[config.mk]
export PLATFORM = sky130hd
export DESIGN_NAME = rpn_sequencer
export DESIGN_NICKNAME = d
export VERILOG_FILES = /design/src/rtl/core/rpn_pkg.sv /design/src/rtl/core/rpn_sequencer.sv
export SDC_FILE = /design/constraint.sdc
export NUM_CORES = 1
export LEC_CHECK = 0
export BUFFER_PORTS_ARGS = -buffer_cell sky130_fd_sc_hd__buf_2
export CORE_UTILIZATION = 40
export CTS_BUF_LIST = sky130_fd_sc_hd__clkbuf_4 sky130_fd_sc_hd__clkbuf_8
export DETAILED_ROUTE_END_ITERATION = 8
export HOLD_SLACK_MARGIN = 0.02
export PLACE_DENSITY = 0.77
export SLEW_MARGIN = 20
export SYNTH_ARGS = -nofsm -noshare
export SYNTH_HDL_FRONTEND = slang
export SYNTH_SLANG_ARGS = --single-unit
export TNS_END_PERCENT = 5
[constraint.sdc]
create_clock -name i_clk -period 4.5 [get_ports i_clk]
set_input_delay 0 -clock i_clk [delete_from_list [all_inputs] [get_ports i_clk]]
set_output_delay 0 -clock i_clk [all_outputs]
set_load 0.02 [all_outputs]
[src/rtl/core/rpn_pkg.sv]
// Shared types, character and status codes, and the microcode ROM of the
// RPN calculator core. Used by the sequencer, datapath and top level.
`default_nettype none

package rpn_pkg;

    // Default operand stack depth
    localparam int STACK_DEPTH_DEF = 128;

    // Character codes
    localparam logic [7:0] CH_0     = 8'h30;
    localparam logic [7:0] CH_9     = 8'h39;
    localparam logic [7:0] CH_ADD   = 8'h2B;
    localparam logic [7:0] CH_SUB   = 8'h2D;
    localparam logic [7:0] CH_MUL   = 8'h2A;
    localparam logic [7:0] CH_DIV   = 8'h2F;
    localparam logic [7:0] CH_EQ    = 8'h3D;
    localparam logic [7:0] CH_SPACE = 8'h20;
    localparam logic [7:0] CH_NL    = 8'h0A;

    // Result status codes
    localparam logic [2:0] ST_OK        = 3'd0;
    localparam logic [2:0] ST_OVERFLOW  = 3'd1;
    localparam logic [2:0] ST_UNDERFLOW = 3'd2;
    localparam logic [2:0] ST_INVALID   = 3'd3;
    localparam logic [2:0] ST_DIVZERO   = 3'd4;

    // Microprogram addresses
    typedef logic [3:0] t_upc;

    localparam t_upc PC_IDLE     = 4'd0;
    localparam t_upc PC_DIGIT    = 4'd1;
    localparam t_upc PC_EQ       = 4'd2;
    localparam t_upc PC_EQ_EMIT  = 4'd3;
    localparam t_upc PC_ARITH    = 4'd4;
    localparam t_upc PC_LD_RHS   = 4'd5;
    localparam t_upc PC_LD_LHS   = 4'd6;
    localparam t_upc PC_EXEC     = 4'd7;
    localparam t_upc PC_WRITE    = 4'd8;
    localparam t_upc PC_DIV_CHK  = 4'd9;
    localparam t_upc PC_DIV_WAIT = 4'd10;
    localparam t_upc PC_ERR_OVF  = 4'd11;
    localparam t_upc PC_ERR_UNF  = 4'd12;
    localparam t_upc PC_ERR_INV  = 4'd13;
    localparam t_upc PC_ERR_DZ   = 4'd14;
    localparam t_upc PC_HALT     = 4'd15;

    // Datapath micro-operations
    typedef enum logic [3:0] {
        UOP_NOP,
        UOP_PUSH,       // write digit at top, top + 1
        UOP_RD_TOP,     // read word at top - 1
        UOP_RD_NEXT,    // load rhs from read data, read word at top - 2
        UOP_LD_LHS,     // load lhs from read data
        UOP_ALU,        // result = lhs op rhs for add, sub, mul
        UOP_DIV_START,  // launch the divider
        UOP_DIV_TAKE,   // result = quotient
        UOP_WR_RES,     // write result at top - 2, top - 1
        UOP_EMIT_TOP,   // emit read data with ok status, top - 1
        UOP_EMIT_ERR    // emit zero with the word's status
    } t_uop;

    // Jump conditions
    typedef enum logic [3:0] {
        C_NEVER,
        C_FULL,
        C_LT1,
        C_LT2,
        C_IS_DIV,
        C_RHS_ZERO,
        C_DIV_BUSY,
        C_OUT_BUSY
    } t_cond;

    // One control word: if cond holds jump to jmp, else run uop and go to nxt.
    // A word with ready set waits for a request instead.
    typedef struct packed {
        logic       ready;
        logic       dispatch;
        t_cond      cond;
        t_upc       jmp;
        t_uop       uop;
        t_upc       nxt;
        logic [2:0] status;
    } t_uword;

    // Sequencer to datapath
    typedef struct packed {
        logic       load_char;
        t_uop       uop;
        logic [2:0] status;
    } t_dp_ctrl;

    // Datapath to sequencer
    typedef struct packed {
        logic full;
        logic lt1;
        logic lt2;
        logic is_div;
        logic rhs_zero;
        logic div_busy;
        logic out_busy;
    } t_dp_flags;

    // Microcode ROM
    function automatic t_uword ucode_rom(input t_upc pc);
        t_uword w;
        w = '{ready: 1'b0, dispatch: 1'b0, cond: C_NEVER, jmp: PC_HALT,
              uop: UOP_NOP, nxt: PC_HALT, status: ST_OK};
        unique case (pc)
            PC_IDLE: begin
                w.ready    = 1'b1;
                w.dispatch = 1'b1;
                w.nxt      = PC_IDLE;
            end
            PC_DIGIT: begin
                w.cond = C_FULL;      w.jmp = PC_ERR_OVF;
                w.uop  = UOP_PUSH;    w.nxt = PC_IDLE;
            end
            PC_EQ: begin
                w.cond = C_LT1;       w.jmp = PC_ERR_UNF;
                w.uop  = UOP_RD_TOP;  w.nxt = PC_EQ_EMIT;
            end
            PC_EQ_EMIT: begin
                w.cond = C_OUT_BUSY;  w.jmp = PC_EQ_EMIT;
                w.uop  = UOP_EMIT_TOP; w.nxt = PC_IDLE;
            end
            PC_ARITH: begin
                w.cond = C_LT2;       w.jmp = PC_ERR_UNF;
                w.uop  = UOP_RD_TOP;  w.nxt = PC_LD_RHS;
            end
            PC_LD_RHS: begin
                w.uop = UOP_RD_NEXT;  w.nxt = PC_LD_LHS;
            end
            PC_LD_LHS: begin
                w.uop = UOP_LD_LHS;   w.nxt = PC_EXEC;
            end
            PC_EXEC: begin
                w.cond = C_IS_DIV;    w.jmp = PC_DIV_CHK;
                w.uop  = UOP_ALU;     w.nxt = PC_WRITE;
            end
            PC_WRITE: begin
                w.uop = UOP_WR_RES;   w.nxt = PC_IDLE;
            end
            PC_DIV_CHK: begin
                w.cond = C_RHS_ZERO;  w.jmp = PC_ERR_DZ;
                w.uop  = UOP_DIV_START; w.nxt = PC_DIV_WAIT;
            end
            PC_DIV_WAIT: begin
                w.cond = C_DIV_BUSY;  w.jmp = PC_DIV_WAIT;
                w.uop  = UOP_DIV_TAKE; w.nxt = PC_WRITE;
            end
            PC_ERR_OVF: begin
                w.cond = C_OUT_BUSY;  w.jmp = PC_ERR_OVF;
                w.uop  = UOP_EMIT_ERR; w.nxt = PC_HALT;  w.status = ST_OVERFLOW;
            end
            PC_ERR_UNF: begin
                w.cond = C_OUT_BUSY;  w.jmp = PC_ERR_UNF;
                w.uop  = UOP_EMIT_ERR; w.nxt = PC_HALT;  w.status = ST_UNDERFLOW;
            end
            PC_ERR_INV: begin
                w.cond = C_OUT_BUSY;  w.jmp = PC_ERR_INV;
                w.uop  = UOP_EMIT_ERR; w.nxt = PC_HALT;  w.status = ST_INVALID;
            end
            PC_ERR_DZ: begin
                w.cond = C_OUT_BUSY;  w.jmp = PC_ERR_DZ;
                w.uop  = UOP_EMIT_ERR; w.nxt = PC_HALT;  w.status = ST_DIVZERO;
            end
            default: begin
                // halted: swallow requests until reset
                w.ready = 1'b1;
                w.nxt   = PC_HALT;
            end
        endcase
        return w;
    endfunction

    // Entry point of the microprogram for one character
    function automatic t_upc char_entry(input logic [7:0] c);
        t_upc pc;
        priority if (c >= CH_0 && c <= CH_9) begin
            pc = PC_DIGIT;
        end else if (c == CH_SPACE || c == CH_NL) begin
            pc = PC_IDLE;
        end else if (c == CH_EQ) begin
            pc = PC_EQ;
        end else if (c == CH_ADD || c == CH_SUB || c == CH_MUL || c == CH_DIV) begin
            pc = PC_ARITH;
        end else begin
            pc = PC_ERR_INV;
        end
        return pc;
    endfunction

endpackage

`default_nettype wire

[src/rtl/core/rpn_sequencer.sv]
// Microcode sequencer of the RPN calculator: step counter, control word
// fetch from the ROM in rpn_pkg, condition test and dispatch on characters.
`default_nettype none

module rpn_sequencer (
    input  wire logic               i_clk,
    input  wire logic               i_rst_n,
    input  wire logic               i_s_tvalid,
    input  wire logic [7:0]         i_s_tdata,
    input  wire rpn_pkg::t_dp_flags i_flags,
    output logic                    o_s_tready,
    output rpn_pkg::t_dp_ctrl       o_ctrl,
    output rpn_pkg::t_upc           o_pc
);

    rpn_pkg::t_upc   r_pc, n_pc;
    rpn_pkg::t_uword word;
    logic            cond_true;
    logic            accept;

    assign word   = rpn_pkg::ucode_rom(r_pc);
    assign accept = i_s_tvalid && word.ready;

    // Evaluate the jump condition of the current word
    always_comb begin
        unique case (word.cond)
            rpn_pkg::C_NEVER:    cond_true = 1'b0;
            rpn_pkg::C_FULL:     cond_true = i_flags.full;
            rpn_pkg::C_LT1:      cond_true = i_flags.lt1;
            rpn_pkg::C_LT2:      cond_true = i_flags.lt2;
            rpn_pkg::C_IS_DIV:   cond_true = i_flags.is_div;
            rpn_pkg::C_RHS_ZERO: cond_true = i_flags.rhs_zero;
            rpn_pkg::C_DIV_BUSY: cond_true = i_flags.div_busy;
            rpn_pkg::C_OUT_BUSY: cond_true = i_flags.out_busy;
            default:             cond_true = 1'b0;
        endcase
    end

    // Next step and datapath control
    always_comb begin
        o_ctrl.load_char = accept;
        o_ctrl.status    = word.status;
        o_ctrl.uop       = cond_true ? rpn_pkg::UOP_NOP : word.uop;
        if (word.ready) begin
            n_pc = (accept && word.dispatch) ? rpn_pkg::char_entry(i_s_tdata) : r_pc;
        end else begin
            n_pc = cond_true ? word.jmp : word.nxt;
        end
    end

    always_ff @(posedge i_clk) begin
        if (!i_rst_n) begin
            r_pc <= rpn_pkg::PC_IDLE;
        end else begin
            r_pc <= n_pc;
        end
    end

    assign o_s_tready = word.ready;
    assign o_pc       = r_pc;

endmodule

`default_nettype wire

* After elaboration in Yosys (flattened, before gate mapping)
Index checks and enable logic that the tools add are counted.
** Word-level totals
- Bits of input ports :: 18
- Bits in registers :: 4
- Logic and storage cells :: 60
- Output and inout bits :: 13
** Operators by class
- Magnitude comparators :: 2
- Mux-type cells :: 15
- Eq/ne operators :: 28
- Reductions and logical operators :: 14
** Operators by type and width (number)
- $pmux W7 S11 :: 1
- $eq A8 B6 Y1 const B :: 6
- $pmux W4 S10 :: 1
- $eq A4 B3 Y1 const B :: 8
- $mux W4 :: 8
- $eq A4 B4 Y1 const B :: 7
- $pmux W4 S7 :: 1
- $eq A4 B2 Y1 const B :: 4
- $reduce_or A14 Y1 :: 1
- $pmux W3 S4 :: 1
- $eq A4 B1 Y1 const B :: 2
- $eq A8 B4 Y1 const B :: 1
- $ge A8 B6 Y1 const B :: 1
- $le A8 B6 Y1 const B :: 1
- $reduce_or A4 Y1 :: 2
- $pmux W1 S7 :: 1
- $logic_not A4 Y1 :: 1
- $logic_or A1 B1 Y1 :: 4
- $reduce_or A2 Y1 :: 2
- $logic_and A1 B1 Y1 :: 3
- $mux W1 :: 2
- $reduce_bool A2 Y1 :: 1

* Logic depth before layout (Yosys ltp)
- Depth after elaboration :: 10
- Depth in mapped cells :: 7

* Worst setup path before layout
No wires, ideal clock.
- Path kind :: register to output
- Start :: reg r_pc[1] (netlist: o_pc[1])
- End :: out o_ctrl[4] (netlist name)
- Data arrival time :: 1745 ps
- Path buffers :: 1
- Cell stages (with the launch flop) :: 7
- Setup slack :: 2755 ps
- Required time :: 4500 ps
- Path through :: dfxtp_1 -> buf_6 -> nand3b_1 -> a21oi_1 -> or3_4 -> or2_4 -> a221oi_2
** RTL lines
- from (decl) :: RTL line rpn_sequencer.sv:16 : rpn_pkg::t_upc r_pc, n_pc;
- from (signal assigned) :: RTL line rpn_sequencer.sv:53 : r_pc <= rpn_pkg::PC_IDLE;
- from (signal assigned) :: RTL line rpn_sequencer.sv:55 : r_pc <= n_pc;
- to (decl) :: RTL line rpn_sequencer.sv:12 : output rpn_pkg::t_dp_ctrl o_ctrl,

==> impl_results.md <==
* Max Fanout on Critical Path at 30
* Number of synthesized flops with an enable pin at 0
* Worst endpoint required time at 4500 ps
* Leading cell types by total area after synthesis: sky130_fd_sc_hd__dfxtp_1, sky130_fd_sc_hd__nor2_1, sky130_fd_sc_hd__a21oi_1
* Total of warnings raised by yosys at 0
* CTS Hold Bufs at 0
* Min-Delay Startpoint: i_rst_n
* Wire length of the first global-routing pass at 3400 um
* Standby leakage power at 0.408 nW
* Initial cell density of the core at 0.422
* Max-cap check violation count at 0
* CTS tree: built
* Netlist Area Pre-Place at 827 sq um
* Vias in the first global route at 796
* Critical path endpoint category: output port
* Setup TNS at 0 ps
* Die outline area at 2250 sq um
* Number of cells on the critical path at 6
* Setup Crit Path Kind: reg -> out
* Total of buffers placed on input and output ports at 30
* Cell family contributing the most delay on the critical path: flip-flops
* Routability-driven placement congestion ratio at 0.951
* Die Height at 47.5 um
* Critical-path top delay cell: sky130_fd_sc_hd__dfxtp_1
* Max FFs per register at 4
* Final Hold Viols at 0
* Setup repair after global routing missed its margin: no
* Hold Path Stages at 3
* Cell area after layout at 978 sq um
* Wire length reported by the detailed router at 2260 um
* Instance area after placement at 956 sq um
* Number of nets in the layout at 166
* #FFs+latches synth at 4
* Number of max-slew violations in the final report at 0
* Dominant synthesized flop cell: sky130_fd_sc_hd__dfxtp_1
* Number of detailed-routing iterations run before antenna repair at 4
* Final period util at 0.556
* DR iter-0 viols at 19
* Async S/R FF share, synth at 0
* Worst-margin pin slew at 947 ps
* Source of the worst register-to-register timing path: o_pc[1]$_SDFFE_PN0P_
* Clk root buf: sky130_fd_sc_hd__clkbuf_4
* Count of cells resized by post-cts repair at 0
* Largest incremental delay on the critical path at 930 ps
* Total setup violations reported at the end of the flow at 0
* Clock input transition at the sequential cells of the worst setup and hold paths at 40 ps
* Antenna violation net count after detailed routing at 0
* Clock buffer count from CTS at 3
* Synthesized area per cell at 6.72 sq um
* Pwr dens at 640 nW/um^2
* Flop pwr share at 0.238
* Top-Level Pins at 31
* Register-to-Register Setup Slack at 2230 ps
* Arrival time worst endpoint at 2500 ps
* Aggregate global routing overflow at 0
* Outcome: finished clean
* Chain of cells forming the critical path: or3b_1 > a21oi_1 > or3_4 > or2_4 > a221oi_2 > buf_2
* Horizontal die dimension at 47.5 um
* Skew final at 5.55 ps
* Fraction of layout cells with a size suffix above 1 at 0.301
* Placed cell count at 170
* Relative contribution of the clock network to total power at 0.069
* Number of nets in the synthesized netlist at 141
* Capture point of the worst reg-to-reg path: o_pc[3]$_SDFFE_PN0P_
* Count of different cell masters after synthesis at 49
* All-Layer GR Usage at 0.207
* Area of the core region at 1960 sq um
* Cells after synthesis at 123
* Synth-to-layout area growth at 18.3%
* Peak ir drop on the vdd network at 0.000338 V
* Detailed Place HPWL at 1570 um
* Cell with the most instances after synthesis: sky130_fd_sc_hd__nor2_1
* Final standard cell count with taps included and fillers excluded at 173
* Reg2reg path depth at 5
* Min Clock Period, post-route at 2500 ps
* Post-CTS Setup Bufs at 0
* Critical path startpoint category: flip-flop
* Maximum operating frequency at 399 MHz
* Fraction of the yosys area taken by sequential cells at 0.0968
* Largest area contributor in the netlist: sky130_fd_sc_hd__dfxtp_1
* Residual DRC count at 0
* Number of buffers on the longest clock path at 2
* Number of antenna violations at the first check in global routing at 0
* Maximum number of pins on one net before global-route repair at 31
* CTS H-tree lvls at 1
* Cell-internal power at 0.280 mW
* Per-cell routed wire length at 13.1 um
* Standard-cell row count at 16
* Count of clock tree sinks at 4
* Top-area cell type share of the netlist area at 0.0968
* Number of diodes at 0
* Total vias in the final route at 983
* Worst hold path endpoint: o_pc[3]$_SDFFE_PN0P_
* Net switching fraction of the power at 0.552
* Max-slew headroom at 0.368
* Worst-Skew Late Latency at 230 ps
* Synth cell count leaders: sky130_fd_sc_hd__nor2_1, sky130_fd_sc_hd__a21oi_1, sky130_fd_sc_hd__nand2_1, sky130_fd_sc_hd__o21ai_0, sky130_fd_sc_hd__nand2b_1
* Psw at 0.345 mW
* Via density per instance at 5.68
* Logic gate share of total power at 0.693
* Worst min-delay path class: in -> reg
* Buffers plus inverters on the worst setup path at 1
per-stage QoR:
stage	setup slack (ps)	hold slack [ps]	utilization	total power, mW
6_report	2000	143	0.499	0.626
5_1_grt	1830	143	0.499	0.687
4_1_cts	2000	128	0.499	0.624
3_5_place_dp	2260	375	0.487	0.576
3_3_place_gp	2340	356	0.487	0.559
2_1_floorplan	2760	178	-	0.486
metal layers:
| metal | global-route usage | routed length [um] | up-vias |
|---|---|---|---|
| li1 | - | - | 505 |
| met1 | 0.248 | 1080 | 451 |
| met2 | 0.389 | 1120 | 25 |
| met3 | 0.0151 | 60 | 2 |
| met4 | 0.0629 | 8 | 0 |
| met5 | 0 | 0 | - |
placed cells by master (no fill, tap or decap), types with 2 or more instances in the layout:
cell,netlist,final
sky130_fd_sc_hd__nor3b_1,2,2
sky130_fd_sc_hd__nand3b_1,4,4
sky130_fd_sc_hd__o21ai_1,3,3
sky130_fd_sc_hd__nor2b_1,5,5
sky130_fd_sc_hd__buf_2,5,30
sky130_fd_sc_hd__and2_1,3,3
sky130_fd_sc_hd__a21oi_1,8,8
sky130_fd_sc_hd__nand2b_1,6,6
sky130_fd_sc_hd__nor2_1,19,19
sky130_fd_sc_hd__nand4_1,4,4
sky130_fd_sc_hd__a211oi_1,2,2
sky130_fd_sc_hd__o21ai_0,8,8
sky130_fd_sc_hd__a31oi_1,3,3
sky130_fd_sc_hd__nand3_1,2,2
sky130_fd_sc_hd__xnor2_1,2,2
sky130_fd_sc_hd__nor3_1,3,3
sky130_fd_sc_hd__dfxtp_1,4,4
sky130_fd_sc_hd__nand2_1,8,8
sky130_fd_sc_hd__clkbuf_4,0,3
logic make-up after synthesis:
family,share of synthesized area
AOI/OAI and AO/OA,0.322
xor gates and xnor gates,0.0212
buffers and inverters,0.0711
DFF,0.0968
muxes,0.0121
and+or+nand+nor,0.477
power by group through the flow:
stage	combinational, mW	sequential (mW)	clock, mW
final	0.434	0.149	0.0431
after global routing	0.482	0.156	0.0496
after CTS	0.434	0.145	0.0453
after detailed placement	0.431	0.145	0
after global placement	0.422	0.138	0
after floorplan	0.399	0.0869	0
worst register-to-register path, stage by stage, from the launching register on:
cell and delay (ps):
sky130_fd_sc_hd__dfxtp_1 930, sky130_fd_sc_hd__or3b_1 240, sky130_fd_sc_hd__a21oi_1 60, sky130_fd_sc_hd__or3_4 410
sky130_fd_sc_hd__a2111oi_0 420, sky130_fd_sc_hd__o21ai_1 90
worst max path at each step:
stage,from,to,slack [ps]
after detailed placement,o_pc[1]$_SDFFE_PN0P_,o_ctrl[4],2260
after global routing,o_pc[1]$_SDFFE_PN0P_,o_ctrl[4],1830
after CTS,o_pc[1]$_SDFFE_PN0P_,o_ctrl[4],2000
after floorplan,o_pc[1]$_SDFFE_PN0P_,o_ctrl[4],2760
final,o_pc[1]$_SDFFE_PN0P_,o_ctrl[4],2000
after global placement,o_pc[1]$_SDFFE_PN0P_,o_ctrl[4],2340
final cells by class:
type | count | area [sq um]
well taps | 27 | 33.8
multi-input cells | 108 | 688
clock buffers | 3 | 22.5
flip-flops and latches | 4 | 80.1
repair buffers | 30 | 150
inverters | 1 | 3.75
fillers | 218 | 983
Power figures use the tool's default switching activity.
